File: src/kwch_pkg.sv
// Package for the k-mer window CRC-32 hasher: constants, types and the CRC byte step.
package kwch_pkg;

    localparam int MAX_WINDOW = 32;
    localparam int WIN_IDX_W  = $clog2(MAX_WINDOW);
    localparam int LEN_W      = 6;
    localparam int SYM_W      = 8;
    localparam int CRC_W      = 32;

    localparam logic [LEN_W-1:0] LEN_RESET = LEN_W'(16);
    localparam logic [LEN_W-1:0] LEN_MIN   = LEN_W'(1);
    localparam logic [LEN_W-1:0] LEN_MAX   = LEN_W'(MAX_WINDOW);

    localparam logic [CRC_W-1:0] CRC_POLY = 32'hEDB8_8320;
    localparam logic [CRC_W-1:0] CRC_INIT = 32'hFFFF_FFFF;
    localparam logic [CRC_W-1:0] CRC_XOUT = 32'hFFFF_FFFF;

    typedef struct packed {
        logic load;
        logic step;
        logic load_out;
    } kwch_cmd_t;

    typedef struct packed {
        logic hit;
        logic last_step;
    } kwch_sts_t;

    function automatic logic [CRC_W-1:0] crc_byte(input logic [CRC_W-1:0] crc_in,
                                                  input logic [SYM_W-1:0] data);
        logic [CRC_W-1:0] c;
        c = crc_in ^ {{(CRC_W-SYM_W){1'b0}}, data};
        for (int b = 0; b < SYM_W; b++)
        begin
            if (c[0])
                c = (c >> 1) ^ CRC_POLY;
            else
                c = c >> 1;
        end
        return c;
    endfunction

endpackage

File: src/kwch_ctrl.sv
// Controller for the k-mer window CRC-32 hasher: sequencing and output valid.
module kwch_ctrl (
    input  logic              clk,
    input  logic              rst_n,
    input  logic              in_valid,
    output logic              in_ready,
    output logic              out_valid,
    input  logic              out_ready,
    input  kwch_pkg::kwch_sts_t sts,
    output kwch_pkg::kwch_cmd_t cmd
);

    typedef enum logic [1:0] {
        ST_IDLE,
        ST_CRC,
        ST_DONE
    } state_t;

    state_t state_reg;
    state_t state_next;
    logic   out_valid_reg;
    logic   out_valid_next;
    logic   out_free;

    assign out_free = !out_valid_reg || out_ready;
    assign in_ready  = (state_reg == ST_IDLE);
    assign out_valid = out_valid_reg;

    always_comb
    begin
        cmd            = '0;
        state_next     = state_reg;
        out_valid_next = out_valid_reg && !out_ready;
        unique case (state_reg)
            ST_IDLE:
            begin
                if (in_valid)
                begin
                    cmd.load = 1'b1;
                    if (sts.hit)
                        state_next = ST_CRC;
                end
            end
            ST_CRC:
            begin
                cmd.step = 1'b1;
                if (sts.last_step)
                    state_next = ST_DONE;
            end
            ST_DONE:
            begin
                if (out_free)
                begin
                    cmd.load_out   = 1'b1;
                    out_valid_next = 1'b1;
                    state_next     = ST_IDLE;
                end
            end
            default:
            begin
                state_next = ST_IDLE;
            end
        endcase
    end

    always_ff @(posedge clk or negedge rst_n)
    begin
        if (!rst_n)
        begin
            state_reg     <= ST_IDLE;
            out_valid_reg <= 1'b0;
        end
        else
        begin
            state_reg     <= state_next;
            out_valid_reg <= out_valid_next;
        end
    end

endmodule

File: src/kwch_dp.sv
// Datapath for the k-mer window CRC-32 hasher: window, fill count, CRC unit, result register.
module kwch_dp (
    input  logic                               clk,
    input  logic                               rst_n,
    input  logic                               cfg_we,
    input  logic [kwch_pkg::LEN_W-1:0]         cfg_wdata,
    input  logic [kwch_pkg::SYM_W-1:0]         symbol,
    input  logic                               end_of_sequence,
    output logic [kwch_pkg::CRC_W-1:0]         window_hash,
    output logic                               last_of_sequence,
    input  kwch_pkg::kwch_cmd_t                cmd,
    output kwch_pkg::kwch_sts_t                sts
);

    logic [kwch_pkg::SYM_W-1:0]     win_reg [kwch_pkg::MAX_WINDOW];
    logic [kwch_pkg::LEN_W-1:0]     len_reg;
    logic [kwch_pkg::LEN_W-1:0]     fill_reg;
    logic [kwch_pkg::LEN_W-1:0]     fill_inc;
    logic [kwch_pkg::LEN_W-1:0]     k_eff;
    logic [kwch_pkg::LEN_W-1:0]     start_idx;
    logic [kwch_pkg::LEN_W-1:0]     cnt_reg;
    logic [kwch_pkg::WIN_IDX_W-1:0] idx_reg;
    logic [kwch_pkg::CRC_W-1:0]     crc_reg;
    logic                           eos_reg;
    logic [kwch_pkg::CRC_W-1:0]     hash_reg;
    logic                           last_reg;

    always_comb
    begin
        priority if (len_reg < kwch_pkg::LEN_MIN)
            k_eff = kwch_pkg::LEN_MIN;
        else if (len_reg > kwch_pkg::LEN_MAX)
            k_eff = kwch_pkg::LEN_MAX;
        else
            k_eff = len_reg;
    end

    assign fill_inc  = (fill_reg < kwch_pkg::LEN_MAX) ? fill_reg + 1'b1 : fill_reg;
    assign start_idx = kwch_pkg::LEN_MAX - k_eff;

    assign sts.hit       = (fill_inc >= k_eff);
    assign sts.last_step = (cnt_reg == kwch_pkg::LEN_W'(1));

    assign window_hash      = hash_reg;
    assign last_of_sequence = last_reg;

    always_ff @(posedge clk or negedge rst_n)
    begin
        if (!rst_n)
        begin
            len_reg  <= kwch_pkg::LEN_RESET;
            fill_reg <= '0;
            cnt_reg  <= '0;
        end
        else
        begin
            if (cfg_we)
                len_reg <= cfg_wdata;
            if (cmd.load)
            begin
                fill_reg <= end_of_sequence ? '0 : fill_inc;
                cnt_reg  <= k_eff;
            end
            else if (cmd.step)
                cnt_reg <= cnt_reg - 1'b1;
        end
    end

    // window bytes are only read once the fill count covers them
    always_ff @(posedge clk)
    begin
        if (cmd.load)
        begin
            for (int i = 0; i < kwch_pkg::MAX_WINDOW - 1; i++)
            begin
                win_reg[i] <= win_reg[i+1];
            end
            win_reg[kwch_pkg::MAX_WINDOW-1] <= symbol;
            eos_reg <= end_of_sequence;
            idx_reg <= start_idx[kwch_pkg::WIN_IDX_W-1:0];
            crc_reg <= kwch_pkg::CRC_INIT;
        end
        else if (cmd.step)
        begin
            crc_reg <= kwch_pkg::crc_byte(crc_reg, win_reg[idx_reg]);
            idx_reg <= idx_reg + 1'b1;
        end
        if (cmd.load_out)
        begin
            hash_reg <= crc_reg ^ kwch_pkg::CRC_XOUT;
            last_reg <= eos_reg;
        end
    end

endmodule

File: src/kmer_window_crc32_hasher.sv
// Top level of the k-mer window CRC-32 hasher.
//
//  channel | signals                                      | handshake
//  --------+----------------------------------------------+--------------------
//  config  | cfg_we, cfg_wdata[5:0] (shingle length)      | write when cfg_we
//  input   | symbol[7:0], end_of_sequence                 | in_valid / in_ready
//  output  | window_hash[31:0], last_of_sequence          | out_valid / out_ready
//
// An item that yields no hash leaves the controller in idle; for one that yields a hash, in_ready
// stays low while the CRC unit folds one window byte per cycle over the last K window bytes.
// Reset clears the fill count, output valid and sets the length to 16.
// The result register lets a new item enter while a hash waits; a finished CRC
// holds until that register is free.
module kmer_window_crc32_hasher (
    input  logic                       clk,
    input  logic                       rst_n,
    input  logic                       cfg_we,
    input  logic [kwch_pkg::LEN_W-1:0] cfg_wdata,
    input  logic                       in_valid,
    output logic                       in_ready,
    input  logic [kwch_pkg::SYM_W-1:0] symbol,
    input  logic                       end_of_sequence,
    output logic                       out_valid,
    input  logic                       out_ready,
    output logic [kwch_pkg::CRC_W-1:0] window_hash,
    output logic                       last_of_sequence
);

    kwch_pkg::kwch_cmd_t cmd;
    kwch_pkg::kwch_sts_t sts;

    kwch_ctrl u_ctrl (
        .clk       (clk),
        .rst_n     (rst_n),
        .in_valid  (in_valid),
        .in_ready  (in_ready),
        .out_valid (out_valid),
        .out_ready (out_ready),
        .sts       (sts),
        .cmd       (cmd)
    );

    kwch_dp u_dp (
        .clk              (clk),
        .rst_n            (rst_n),
        .cfg_we           (cfg_we),
        .cfg_wdata        (cfg_wdata),
        .symbol           (symbol),
        .end_of_sequence  (end_of_sequence),
        .window_hash      (window_hash),
        .last_of_sequence (last_of_sequence),
        .cmd              (cmd),
        .sts              (sts)
    );

endmodule
File: config.mk
export PLATFORM = sky130hd
export DESIGN_NAME = kmer_window_crc32_hasher
export DESIGN_NICKNAME = d
export VERILOG_FILES = /design/src/kwch_pkg.sv /design/src/kwch_ctrl.sv /design/src/kwch_dp.sv /design/src/kmer_window_crc32_hasher.sv
export SDC_FILE = /design/constraint.sdc
export NUM_CORES = 1
export LEC_CHECK = 0
export BUFFER_PORTS_ARGS = -buffer_cell sky130_fd_sc_hd__buf_4
export CORE_ASPECT_RATIO = 1.1
export CORE_UTILIZATION = 40
export DETAILED_ROUTE_END_ITERATION = 10
export GPL_TIMING_DRIVEN = 1
export PLACE_DENSITY = 0.67
export SYNTH_ARGS = -nofsm -noshare
export SYNTH_HDL_FRONTEND = slang
export SYNTH_SLANG_ARGS = --single-unit
File: constraint.sdc
create_clock -name clk -period 15.5 [get_ports clk]
set_input_delay 0.775 -clock clk [delete_from_list [all_inputs] [get_ports clk]]
set_output_delay 0.775 -clock clk [all_outputs]
set_load 0.005 [all_outputs]
# Yosys cells after proc, flatten, opt, wreduce, memory -nomap -nowiden
# Memories as Yosys holds them, arrays and structs flattened. A register that Yosys moved wholly into a read port is not among the register bits.
# Index checks and enable logic that the tools add are counted.
[op_classes] addsub=4 mul=0 div_mod_pow=0 magnitude_cmp=4 n_eq_ne=7 n_shift=0 mux=45 bitwise_logic=10 reduce_logical=7
[op_table] operator="32-bit 2-to-1 mux" count=22
[op_table] operator="13-bit NOT with 14-bit output" count=8
[op_table] operator="6-bit 2-to-1 mux" count=6
[op_table] operator="32-bit NOT" count=1
[op_table] operator="32-bit by 8-bit XOR with 32-bit output" count=1
[op_table] operator="5-bit 2-to-1 mux" count=3
[op_table] operator="1-bit 2-to-1 mux" count=9
[op_table] operator="2-bit 2-to-1 mux" count=4
[op_table] operator="6-bit by 1-bit adder with 6-bit output, second input constant" count=1
[op_table] operator="6-bit by 1-bit == test with 1-bit output, second input constant" count=1
[op_table] operator="6-bit greater-or-equal comparator" count=1
[op_table] operator="6-bit > comparator, second input constant" count=1
[op_table] operator="6-bit by 1-bit less-than comparator with 1-bit output, second input constant" count=1
[op_table] operator="6-bit less-than comparator, second input constant" count=1
[op_table] operator="2-bit case mux with 3 select lines" count=1
[op_table] operator="6-bit by 1-bit subtractor with 6-bit output, second input constant" count=1
[op_table] operator="5-bit by 1-bit adder with 5-bit output, second input constant" count=1
[op_table] operator="1-bit by 5-bit subtractor with 5-bit output, first input constant" count=1
[op_table] operator="2-bit by 1-bit inequality test with 1-bit output, second input constant" count=2
[op_table] operator="2-bit inequality test, second input constant" count=2
[op_table] operator="4-bit AND reduction" count=1
[op_table] operator="2-bit by 1-bit == test with 1-bit output, second input constant" count=1
[op_table] operator="2-bit == test, second input constant" count=1
[op_table] operator="1-bit zero test" count=2
[op_table] operator="other kinds (4)" count=4
[word_totals] ff_bits=92 latchBits=0 mem_bits_rw=256 rom_bits=0 in_bits=20 output_inout_bits=35 wordCells=88 memories=1
[memory_table] name="u_dp.win_reg" words=32 width=8 read_ports=32 rd_ports_with_merged_regs=1 wr=32 line_no="kwch_dp.sv:15" source="logic [kwch_pkg::SYM_W-1:0] win_reg [kwch_pkg::MAX_WINDOW];"

# Depth between registers and ports, before layout
# Gate-level depths: netlist of run 1.
[depth] depth_word=31 depth_mapped=13 depth_no_buf=13

# Cells and area by module
# From an unflattened synthesis of run 1, not the netlist that was laid out.
[unflattened] hier_cells=893 hier_area_um2=14650.3
[by_module_without_submodules] module="kwch_dp" instances=1 cells_per_inst=880 area_each_um2=14511.4
[by_module_without_submodules] module="kwch_ctrl" instances=1 cells_per_inst=13 area_each_um2=138.9

# Worst setup path after synthesis of run 1
# Ideal clock, no wire load.
[synth_timing] path_kind="input to register" start="input port in_valid" end="register with a tool-made name" arrival_time_ps=9035 required_ps=15410 setup_slack_ps=6375 stages=6 path_buffers=2 cell_sequence="nand2_1 -> inv_1 -> clkbuf_1 -> buf_1 -> nand2_1 -> a31oi_1"
[synth_rtl] item="start: declaration" line_no="kmer_window_crc32_hasher.sv:19" source="input logic in_valid,"

==> flow_summary_export.csv, run 1 <==
group,metric,value,unit
die,placementRows,72,
synth,synth_area,14600,sq um
cells_and_area,drive_gt1_share,19.2,%
synth,synth_edf_count,295,
routing,wl_per_cell,18.0,um
die,core-area,35500,sq um
sta,setup_violations,0,
cells_and_area,fill_cells,3039,
routing,drt_iter0_drc,514,
grt,grt_util_all_layers,14.6,%
clock_network,clk_pin_slew,60,ps
synth,synth_fp_nets,911,
min_path,hp-class,"primary input to async pin",
worst_setup_path,critical_path_buf_inv_count,1,
grt,grt_pass1_wl,42.2,mm
synth,synth_flop_cell,"edfxtp_1",
worst_setup_path,path_class,"flip-flop to flip-flop",
synth,yosysWarnings,0,
grt,met3_usage,2.61,%
grt,use_met1,21.0,%
synth,synth_top_area_share,60.8,%
synth,synthArstFlopShare,5.95,%
routing,num_vias,7391,
die,fp.dieArea,37200,sq um
sta,worst_pin_slew,1160,ps
worst_setup_path,path_cells,"buf_4 > mux2_2 > o22ai_2 > a221oi_1 > a22o_1 > a211oi_4 > xnor3_2 > xnor2_2 > xnor3_1 > a22oi_2",
sta,maxSlewHeadroom,22.6,%
clock_network,cts_tree,"built",
placed_design,portBuffers,54,
worst_setup_path,reg2reg_slack,11450,ps
grt,grt_max_degree,135,
routing,drtAntennaViolNets,0,
cells_and_area,syn_to_final_growth,14.1,%
worst_setup_path,cp.required,15940,ps
synth,ys_ff_latch,353,
routing,viasPerCell,5.09,
status,status,"completed",
sta,fmax,247,MHz
sta,post-route-period-util,26.1,%
sta,rsz0062_at_grt,"false",
synth,synth.avg_cell_area,16.5,sq um
worst_setup_path,startpoint_type,"flip-flop",
worst_setup_path,cp_slowest_stage_delay,670,ps
worst_setup_path,cp.arrival,4490,ps
placed_design,routabilityCongestion,0.784,
cells_and_area,fin_nets,974,
die,start_util,41.0,%
grt,grt_pass1_vias,7476,
grt,grt.overflow.total,0,
clock_network,clock-sinks,353,
worst_setup_path,worst-path-max-fanout,39,
clock_network,clock_latency,530,ps
synth,synth_cells,880,
clock_network,cts_setup_buffers,0,
synth,yosys-top-cells-area,"edfxtp_1, mux2i_1, dfxtp_1",
worst_setup_path,crit_family,"XOR/XNOR gates",
routing,drcViolationCount,0,
worst_setup_path,endpoint_kind,"flip-flop",
clock_network,cts-root-buf,"clkbuf_16",
synth,seq_area_frac_synth,69.5,%
sta,slew_viol_final,0,
die,die-width,184,um
die,io_pins,55,
synth,synth_cell_types,67,
clock_network,htree_levels,2,
worst_setup_path,cp_slowest_cell,"dfxtp_4",
sta,hold_viol,0,
routing,firstDrtPassIters,5,
sta,fin_worst_skew,17.7,ps
grt,busiest_layer,"met2",
clock_network,clk_path_buf_depth,3,
grt,met2_usage,22.3,%
routing,route.final.wire_length,26.2,mm
sta,tns,0,ps
placed_design,hpwl,16.3,mm
cells_and_area,largest_register_ffs,256,
synth,yosys.area.top_type,"edfxtp_1",
clock_network,cts_buffers,36,
grt,grt_antenna_before_repair,0,
clock_network,cts_resized,0,
job,cap_violations,0,
sta,period_needed,4050,ps
die,die_y,202,um
cells_and_area,diodes,0,
clock_network,cts_hold_buf,0,
[placed cells by master, fill, tap and decap left out, types with 3 or more instances in the layout]
master     netlist  routed
edfxtp_1       295     295
mux2i_1         77      77
buf_4            6      61
xnor2_1         56      56
clkbuf_16        0      40
inv_1           37      36
dfxtp_1         37      36
nand2_1         34      34
a21oi_1         34      34
a22oi_1         32      32
mux2_2          24      24
dfrtp_1         20      20
nor2_1          19      19
nor3_1          18      18
mux4_2          16      16
o21ai_0         14      14
ha_1            11      11
xor2_1          10      10
nand3_1          9       9
o22ai_1          9       9
clkinv_1         1       8
nand2b_1         8       8
a22o_1           7       7
xnor2_2          7       7
nor2b_1          8       6
mux4_1           5       5
clkbuf_1        12       5
xnor2_4          4       4
a221o_1          4       4
a221oi_1         4       4
clkinv_2         0       4
mux2_1           3       3
inv_6            0       3
bufinv_16        0       3
[stage by stage]
stage	worst slack (ps)	util [%]	hold slack, ps	std cells	cell area [sq um]
6_report	11450	46.8	132	1451	16600
5_1_grt	11270	46.8	130	1451	16600
4_1_cts	11410	46.8	118	1451	16600
3_5_place_dp	11460	43.4	417	1386	15400
3_3_place_gp	11510	43.4	414	1386	15400
2_1_floorplan	6370	-	400	880	14600
[cells in the mapped netlist (8+ instances only)]
master	n
nand3_1	9
o21ai_0	14
dfxtp_1	37
inv_1	37
nand2_1	34
mux2_2	24
mux4_2	16
o22ai_1	9
nor2_1	19
ha_1	11
nor3_1	18
nand2b_1	8
mux2i_1	77
a22oi_1	32
dfrtp_1	20
clkbuf_1	12
edfxtp_1	295
xnor2_1	56
xor2_1	10
buf_6	8
nor2b_1	8
a21oi_1	34
[cell type report]
class / count / area (sq um) / area share [%]
clock buffers: 47 / 1050 / 6.30
inverters: 38 / 150 / 0.903
multi-input cells: 453 / 4060 / 24.4
clock inverters: 18 / 171 / 1.03
flip-flops and latches: 353 / 10100 / 60.9
well taps: 481 / 602 / 3.62
repair buffers: 61 / 458 / 2.76
[cells by family (layout without fill, tap and decap cells)]
group	Yosys count	in the layout	synth area share, %
buffers and inverters	74	164	2.65
and+or+nand+nor	110	110	3.76
DFF	353	353	69.5
muxes	125	125	10.8
xor gates and xnor gates	83	83	6.42
AOI/OAI and AO/OA	124	124	5.95
adders and majority gates	11	11	0.945
[path summary, 6_finish.rpt]
kind,endpoint,depth (start not counted),from
setup / recovery,u_dp.crc_reg[19],10,flip-flop
hold / removal,u_ctrl.out_valid,1,rst_n
setup reg to reg,u_dp.crc_reg[19],10,flip-flop
hold reg to reg,u_dp.last_of_sequence,0,u_dp.eos_reg
max in group asynchronous,u_dp.len_reg[4],1,rst_n
min in group clk,u_dp.win_reg[31][5],1,symbol[5]
[per-layer routing]
layer	share of wire [%]	wire length (um)	up-vias
li1	-	-	3491
met1	48	12500	3724
met2	46	12100	137
met3	3.9	1020	39
met4	1.8	475	0
met5	0	0	-
Power of run 1 is left out: the tool's default activity adds up to more than one toggle a clock period on the data nets, which glitch-free logic cannot reach.
==> run 2: changes to the inputs <==
--- a/config.mk
+++ b/config.mk
@@ -10,7 +10,7 @@
 export CORE_UTILIZATION = 40
 export DETAILED_ROUTE_END_ITERATION = 10
 export GPL_TIMING_DRIVEN = 1
-export PLACE_DENSITY = 0.67
+export PLACE_DENSITY = 0.69
 export SYNTH_ARGS = -nofsm -noshare
 export SYNTH_HDL_FRONTEND = slang
 export SYNTH_SLANG_ARGS = --single-unit
==> constraint.sdc (replaced) <==
create_clock -name clk -period 3.5 [get_ports clk]
set_input_delay 0.175 -clock clk [delete_from_list [all_inputs] [get_ports clk]]
set_output_delay 0.175 -clock clk [all_outputs]
set_load 0.005 [all_outputs]
==> run 2 against run 1 <==
  * Die area is the same
  * Worst setup slack lost 11000 ps
  * Cell area grew 2.6%
  * Flip-flop and latch count is the same
  * Final cell count grew 3.2%
  * Clock skew shrank 2.7 ps
  * Critical path type unchanged
==> flow_summary_export.csv, run 2 (synthesized netlist as in run 1, its figures left out) <==
group,metric,value,unit
status,status,"completed",
cells_and_area,fin_nets,1019,
routing,num_vias,7692,
cells_and_area,diodes,0,
clock_network,htree_levels,2,
job,cap_violations,0,
sta,setup_violations,0,
sta,tns,0,ps
placed_design,hpwl,16.9,mm
die,die-width,184,um
placed_design,post-place-cells,1406,
routing,route.final.wire_length,26.7,mm
min_path,hold_start,"in_valid",
cells_and_area,syn_to_final_growth,17.1,%
clock_network,cts_tree,"built",
sta,maxSlewHeadroom,39.0,%
grt,grt_max_degree,101,
grt,grt_antenna_before_repair,0,
worst_setup_path,worst-path-max-fanout,7,
clock_network,clock_latency,520,ps
clock_network,clock-sinks,353,
worst_setup_path,endpoint_kind,"flip-flop",
routing,drt_iter0_drc,718,
cells_and_area,layout_commonest_cell,"edfxtp_1",
cells_and_area,drive_gt1_share,20.1,%
die,start_util,41.0,%
routing,wl_per_cell,17.9,um
cells_and_area,stdcell_count,1497,
min_path,hp-class,"primary input to flip-flop",
sta,fin_worst_skew,14.9,ps
placed_design,portBuffers,54,
cells_and_area,final_area,17100,sq um
sta,rsz0062_at_grt,"false",
grt,grt_pass1_vias,7716,
cells_and_area,largest_register_ffs,256,
sta,post-route-period-util,94.9,%
sta,worst_pin_slew,913,ps
grt,grt_pass1_wl,43.0,mm
worst_setup_path,path_class,"flip-flop to flip-flop",
die,io_pins,55,
sta,hold_viol,0,
clock_network,cts-root-buf,"clkbuf_16",
die,placementRows,72,
placed_design,routabilityCongestion,0.781,
cells_and_area,final_cell_mix,"edfxtp_1, mux2i_1, buf_4",
sta,slew_viol_final,0,
routing,drcViolationCount,0,
sta,fmax,301,MHz
clock_network,clk_path_buf_depth,3,
die,fp.dieArea,37200,sq um
worst_setup_path,cp.arrival,3710,ps
die,die_y,202,um
worst_setup_path,cp.required,3890,ps
routing,firstDrtPassIters,6,
grt,grt.overflow.total,0,
clock_network,clk_pin_slew,60,ps
sta,period_needed,3320,ps
routing,drtAntennaViolNets,0,
clock_network,cts_buffers,37,
worst_setup_path,startpoint_type,"flip-flop",
placed_design,placed_area,15600,sq um
grt,grt_util_all_layers,14.7,%
die,core-area,35500,sq um
routing,viasPerCell,5.14,
clock_network,cts_setup_buffers,0,
==> run 2: changes by cell type in the layout (fill, tap and decap cells not counted), sizes merged <==
cell         previous run  this run
clkinv                 13        14
dlygate4sd3             0        24
buf                    61        81
clkbuf                 47        48
inv                    40        39
clkinvlp                0         1
==> run 2: repair_timing <==
item / in CTS / in global routing
gates resized for setup: 0 / 1
setup endpoints to repair: 0 / 2
hold buffers: 24 / 0
endpoints found under the hold margin: 40 / 0
==> run 2: cell type report <==
cell class,instances,area [sq um]
flip-flops and latches,353,10100
fillers,2976,18400
repair buffers,105,923
clock buffers,48,1010
inverters,38,150
multi-input cells,453,4070
clock inverters,19,171
well taps,481,602
==> run 2: metrics by stage <==
| stage | setup slack, ps | hold WS [ps] | util [%] |
|---|---|---|---|
| floorplan | 249 | -121 | - |
| finish | 179 | 47.5 | 48.1 |
| global route | 3.49 | 48.2 | 48.1 |
| detailed placement | 155 | 79.4 | 44.0 |
| global placement | 189 | 78.9 | 44.0 |
| CTS | 143 | 32.9 | 48.0 |
==> run 2: layer usage <==
metal	wire length, um	track usage [%]
met4	571	4.49
met5	0	0
met1	12600	21.7
met2	12500	22.3
met3	1070	2.49
==> run 2: worst paths after layout <==
kind	slack [ps]	cells after the start	endpoint
max in group asynchronous	3130	2	u_dp.len_reg[4]
min in group asynchronous	80	2	u_ctrl.out_valid
worst min-delay path	50	3	u_ctrl.state_reg[0]
worst max register to register	180	12	u_dp.crc_reg[20]
worst min register to register	430	0	u_dp.last_of_sequence
worst max-delay path	180	12	u_dp.crc_reg[20]
==> run 2: worst max-delay path, cell delays in order (launching register included) <==
cell and delay (ps):
dfxtp_1 570, buf_4 240, mux4_1 600, mux2i_1 160, nor2_1 50, nor3_1 310, buf_4 190, xnor2_2 150
buf_4 230, xnor2_1 90, xnor2_1 350, xnor2_1 180, o21ai_1 70
Power of run 2 is left out for the same reason.
==> run 3: changes to the inputs <==
--- a/config.mk
+++ b/config.mk
@@ -6,11 +6,9 @@
 export NUM_CORES = 1
 export LEC_CHECK = 0
 export BUFFER_PORTS_ARGS = -buffer_cell sky130_fd_sc_hd__buf_4
-export CORE_ASPECT_RATIO = 1.1
 export CORE_UTILIZATION = 40
 export DETAILED_ROUTE_END_ITERATION = 10
-export GPL_TIMING_DRIVEN = 1
-export PLACE_DENSITY = 0.69
+export PLACE_DENSITY = 0.67
 export SYNTH_ARGS = -nofsm -noshare
 export SYNTH_HDL_FRONTEND = slang
 export SYNTH_SLANG_ARGS = --single-unit
==> constraint.sdc (replaced) <==
create_clock -name clk -period 3.74 [get_ports clk]
set_input_delay 0.187 -clock clk [delete_from_list [all_inputs] [get_ports clk]]
set_output_delay 0.187 -clock clk [all_outputs]
set_load 0.005 [all_outputs]
==> run 3 against run 2 <==
  * The flow now finishes with violations (design-rule violations)
  * Clock skew is 5.8 ps higher
  * Worst hold slack better by 9.8 ps
  * Die area barely moved
  * Global-route usage decreased by 0.18 points
  * Final cell count down 1.4%
  * First-iteration DRC count is 23% lower
  * Maximum frequency decreased by 1.7%
  * Wire length down 1.8%
  * Sequential share of layout area increased by 0.21 points
  * Critical path depth down 3
==> flow_summary_export.csv, run 3 (synthesized netlist as in run 1, its figures left out) <==
group,metric,value,unit
status,status,"finished, violations left",
status,violations,"design-rule violations",
clock_network,clock-sinks,353,
worst_setup_path,path_class,"flip-flop to flip-flop",
clock_network,htree_levels,2,
placed_design,portBuffers,54,
cells_and_area,layout_commonest_cell,"edfxtp_1",
die,fp.dieArea,37200,sq um
cells_and_area,diodes,0,
sta,worst_pin_slew,898,ps
sta,fin_worst_skew,20.7,ps
routing,dr_wl_met2,11.8,mm
sta,hold_viol,0,
clock_network,cts_buffers,38,
worst_setup_path,cp.arrival,3830,ps
cells_and_area,largest_register_ffs,256,
grt,grt.overflow.total,0,
die,placementRows,69,
die,start_util,40.8,%
routing,firstDrtPassIters,8,
grt,grt_util_all_layers,14.6,%
routing,met1_length,12.8,mm
placed_design,routabilityCongestion,0.772,
grt,grt_pass1_vias,7604,
sta,whs,57.3,ps
routing,drcViolationCount,6,
routing,drtAntennaViolNets,0,
grt,grt_pass1_wl,42.0,mm
routing,viasPerCell,5.13,
grt,grt_antenna_before_repair,0,
cells_and_area,final_cell_mix,"edfxtp_1, mux2i_1, buf_4",
worst_setup_path,endpoint_kind,"flip-flop",
routing,highest_layer,"met4",
cells_and_area,syn_to_final_growth,16.7,%
clock_network,cts_resized,0,
die,die_y,193,um
sta,tns,0,ps
clock_network,cts-root-buf,"clkbuf_16",
clock_network,cts_tree,"built",
grt,grt_max_degree,128,
worst_setup_path,worst-path-max-fanout,14,
clock_network,clk_pin_slew,60,ps
sta,fmax,296,MHz
worst_setup_path,cp.required,4190,ps
clock_network,clock_latency,520,ps
routing,route.final.wire_length,26.3,mm
die,io_pins,55,
routing,num_vias,7567,
sta,slew_viol_final,0,
die,core-area,35700,sq um
cells_and_area,utilization,47.7,%
sta,period_needed,3380,ps
job,cap_violations,0,
cells_and_area,fin_nets,1019,
worst_setup_path,startpoint_type,"flip-flop",
sta,rsz0062_at_grt,"false",
die,die-width,193,um
sta,post-route-period-util,90.4,%
cells_and_area,drive_gt1_share,20.4,%
sta,maxSlewHeadroom,40.0,%
routing,wl_per_cell,17.8,um
placed_design,hpwl,16.7,mm
routing,drt_iter0_drc,552,
min_path,hp-class,"primary input to flip-flop",
sta,setup_violations,0,
clock_network,clk_path_buf_depth,3,
routing,wl_met3,1.02,mm
## run 3: changes by cell type in the layout (fill, tap and decap cells not counted)
cell / change
buf_12: -3
buf_4: +2
clkbuf_1: +1
clkbuf_8: +1
clkinv_1: -5
clkinv_2: +1
clkinvlp_4: +2
nor4_2: +1
nor4_4: -1
## run 3: critical path: stages (launching register included)
cell and delay (ps):
dfxtp_1 740, nand2b_1 390, o22ai_2 170, a221oi_1 80, a22o_1 290, a211oi_4 280, xnor3_2 510, xnor2_2 280
xnor3_1 450, a22oi_2 120
## run 3: worst paths after layout
path | end | from | slack, ps | cells past startpoint
max | u_dp.crc_reg[19] | flip-flop | 360 | 9
min | u_ctrl.state_reg[0] | in_valid | 60 | 3
max reg2reg | u_dp.crc_reg[19] | flip-flop | 360 | 9
min reg2reg | u_dp.last_of_sequence | u_dp.eos_reg | 430 | 0
max in group asynchronous | u_dp.len_reg[4] | rst_n | 3370 | 2
min in group asynchronous | u_dp.cnt_reg[1] | rst_n | 100 | 2
## run 3: repair_timing
action	CTS	global route
endpoints found under the setup margin	0	0
hold buffers	24	0
setup buffers	0	0
endpoints found under the hold margin	40	0
## run 3: routing by layer
layer | GRT usage [%] | vias up
li1 | - | 3578
met1 | 21.3 | 3804
met2 | 21.7 | 130
met3 | 2.49 | 55
met4 | 5.33 | 0
met5 | 0 | -
## run 3: final cells by class
type                    instances  area (sq um)
fillers                      2996         18700
flip-flops and latches        353         10100
multi-input cells             453          4060
clock buffers                  50          1030
repair buffers                104           878
well taps                     461           577
clock inverters                17           173
inverters                      38           150
## run 3: per-stage QoR
step / area [sq um] / cells / setup WS (ps)
2_1_floorplan: 14600 / 880 / 489
3_3_place_gp: 15600 / 1385 / 383
3_5_place_dp: 15600 / 1385 / 303
4_1_cts: 17000 / 1476 / 254
5_1_grt: 17000 / 1476 / 124
6_report: 17000 / 1476 / 361
Power of run 3 is left out for the same reason.
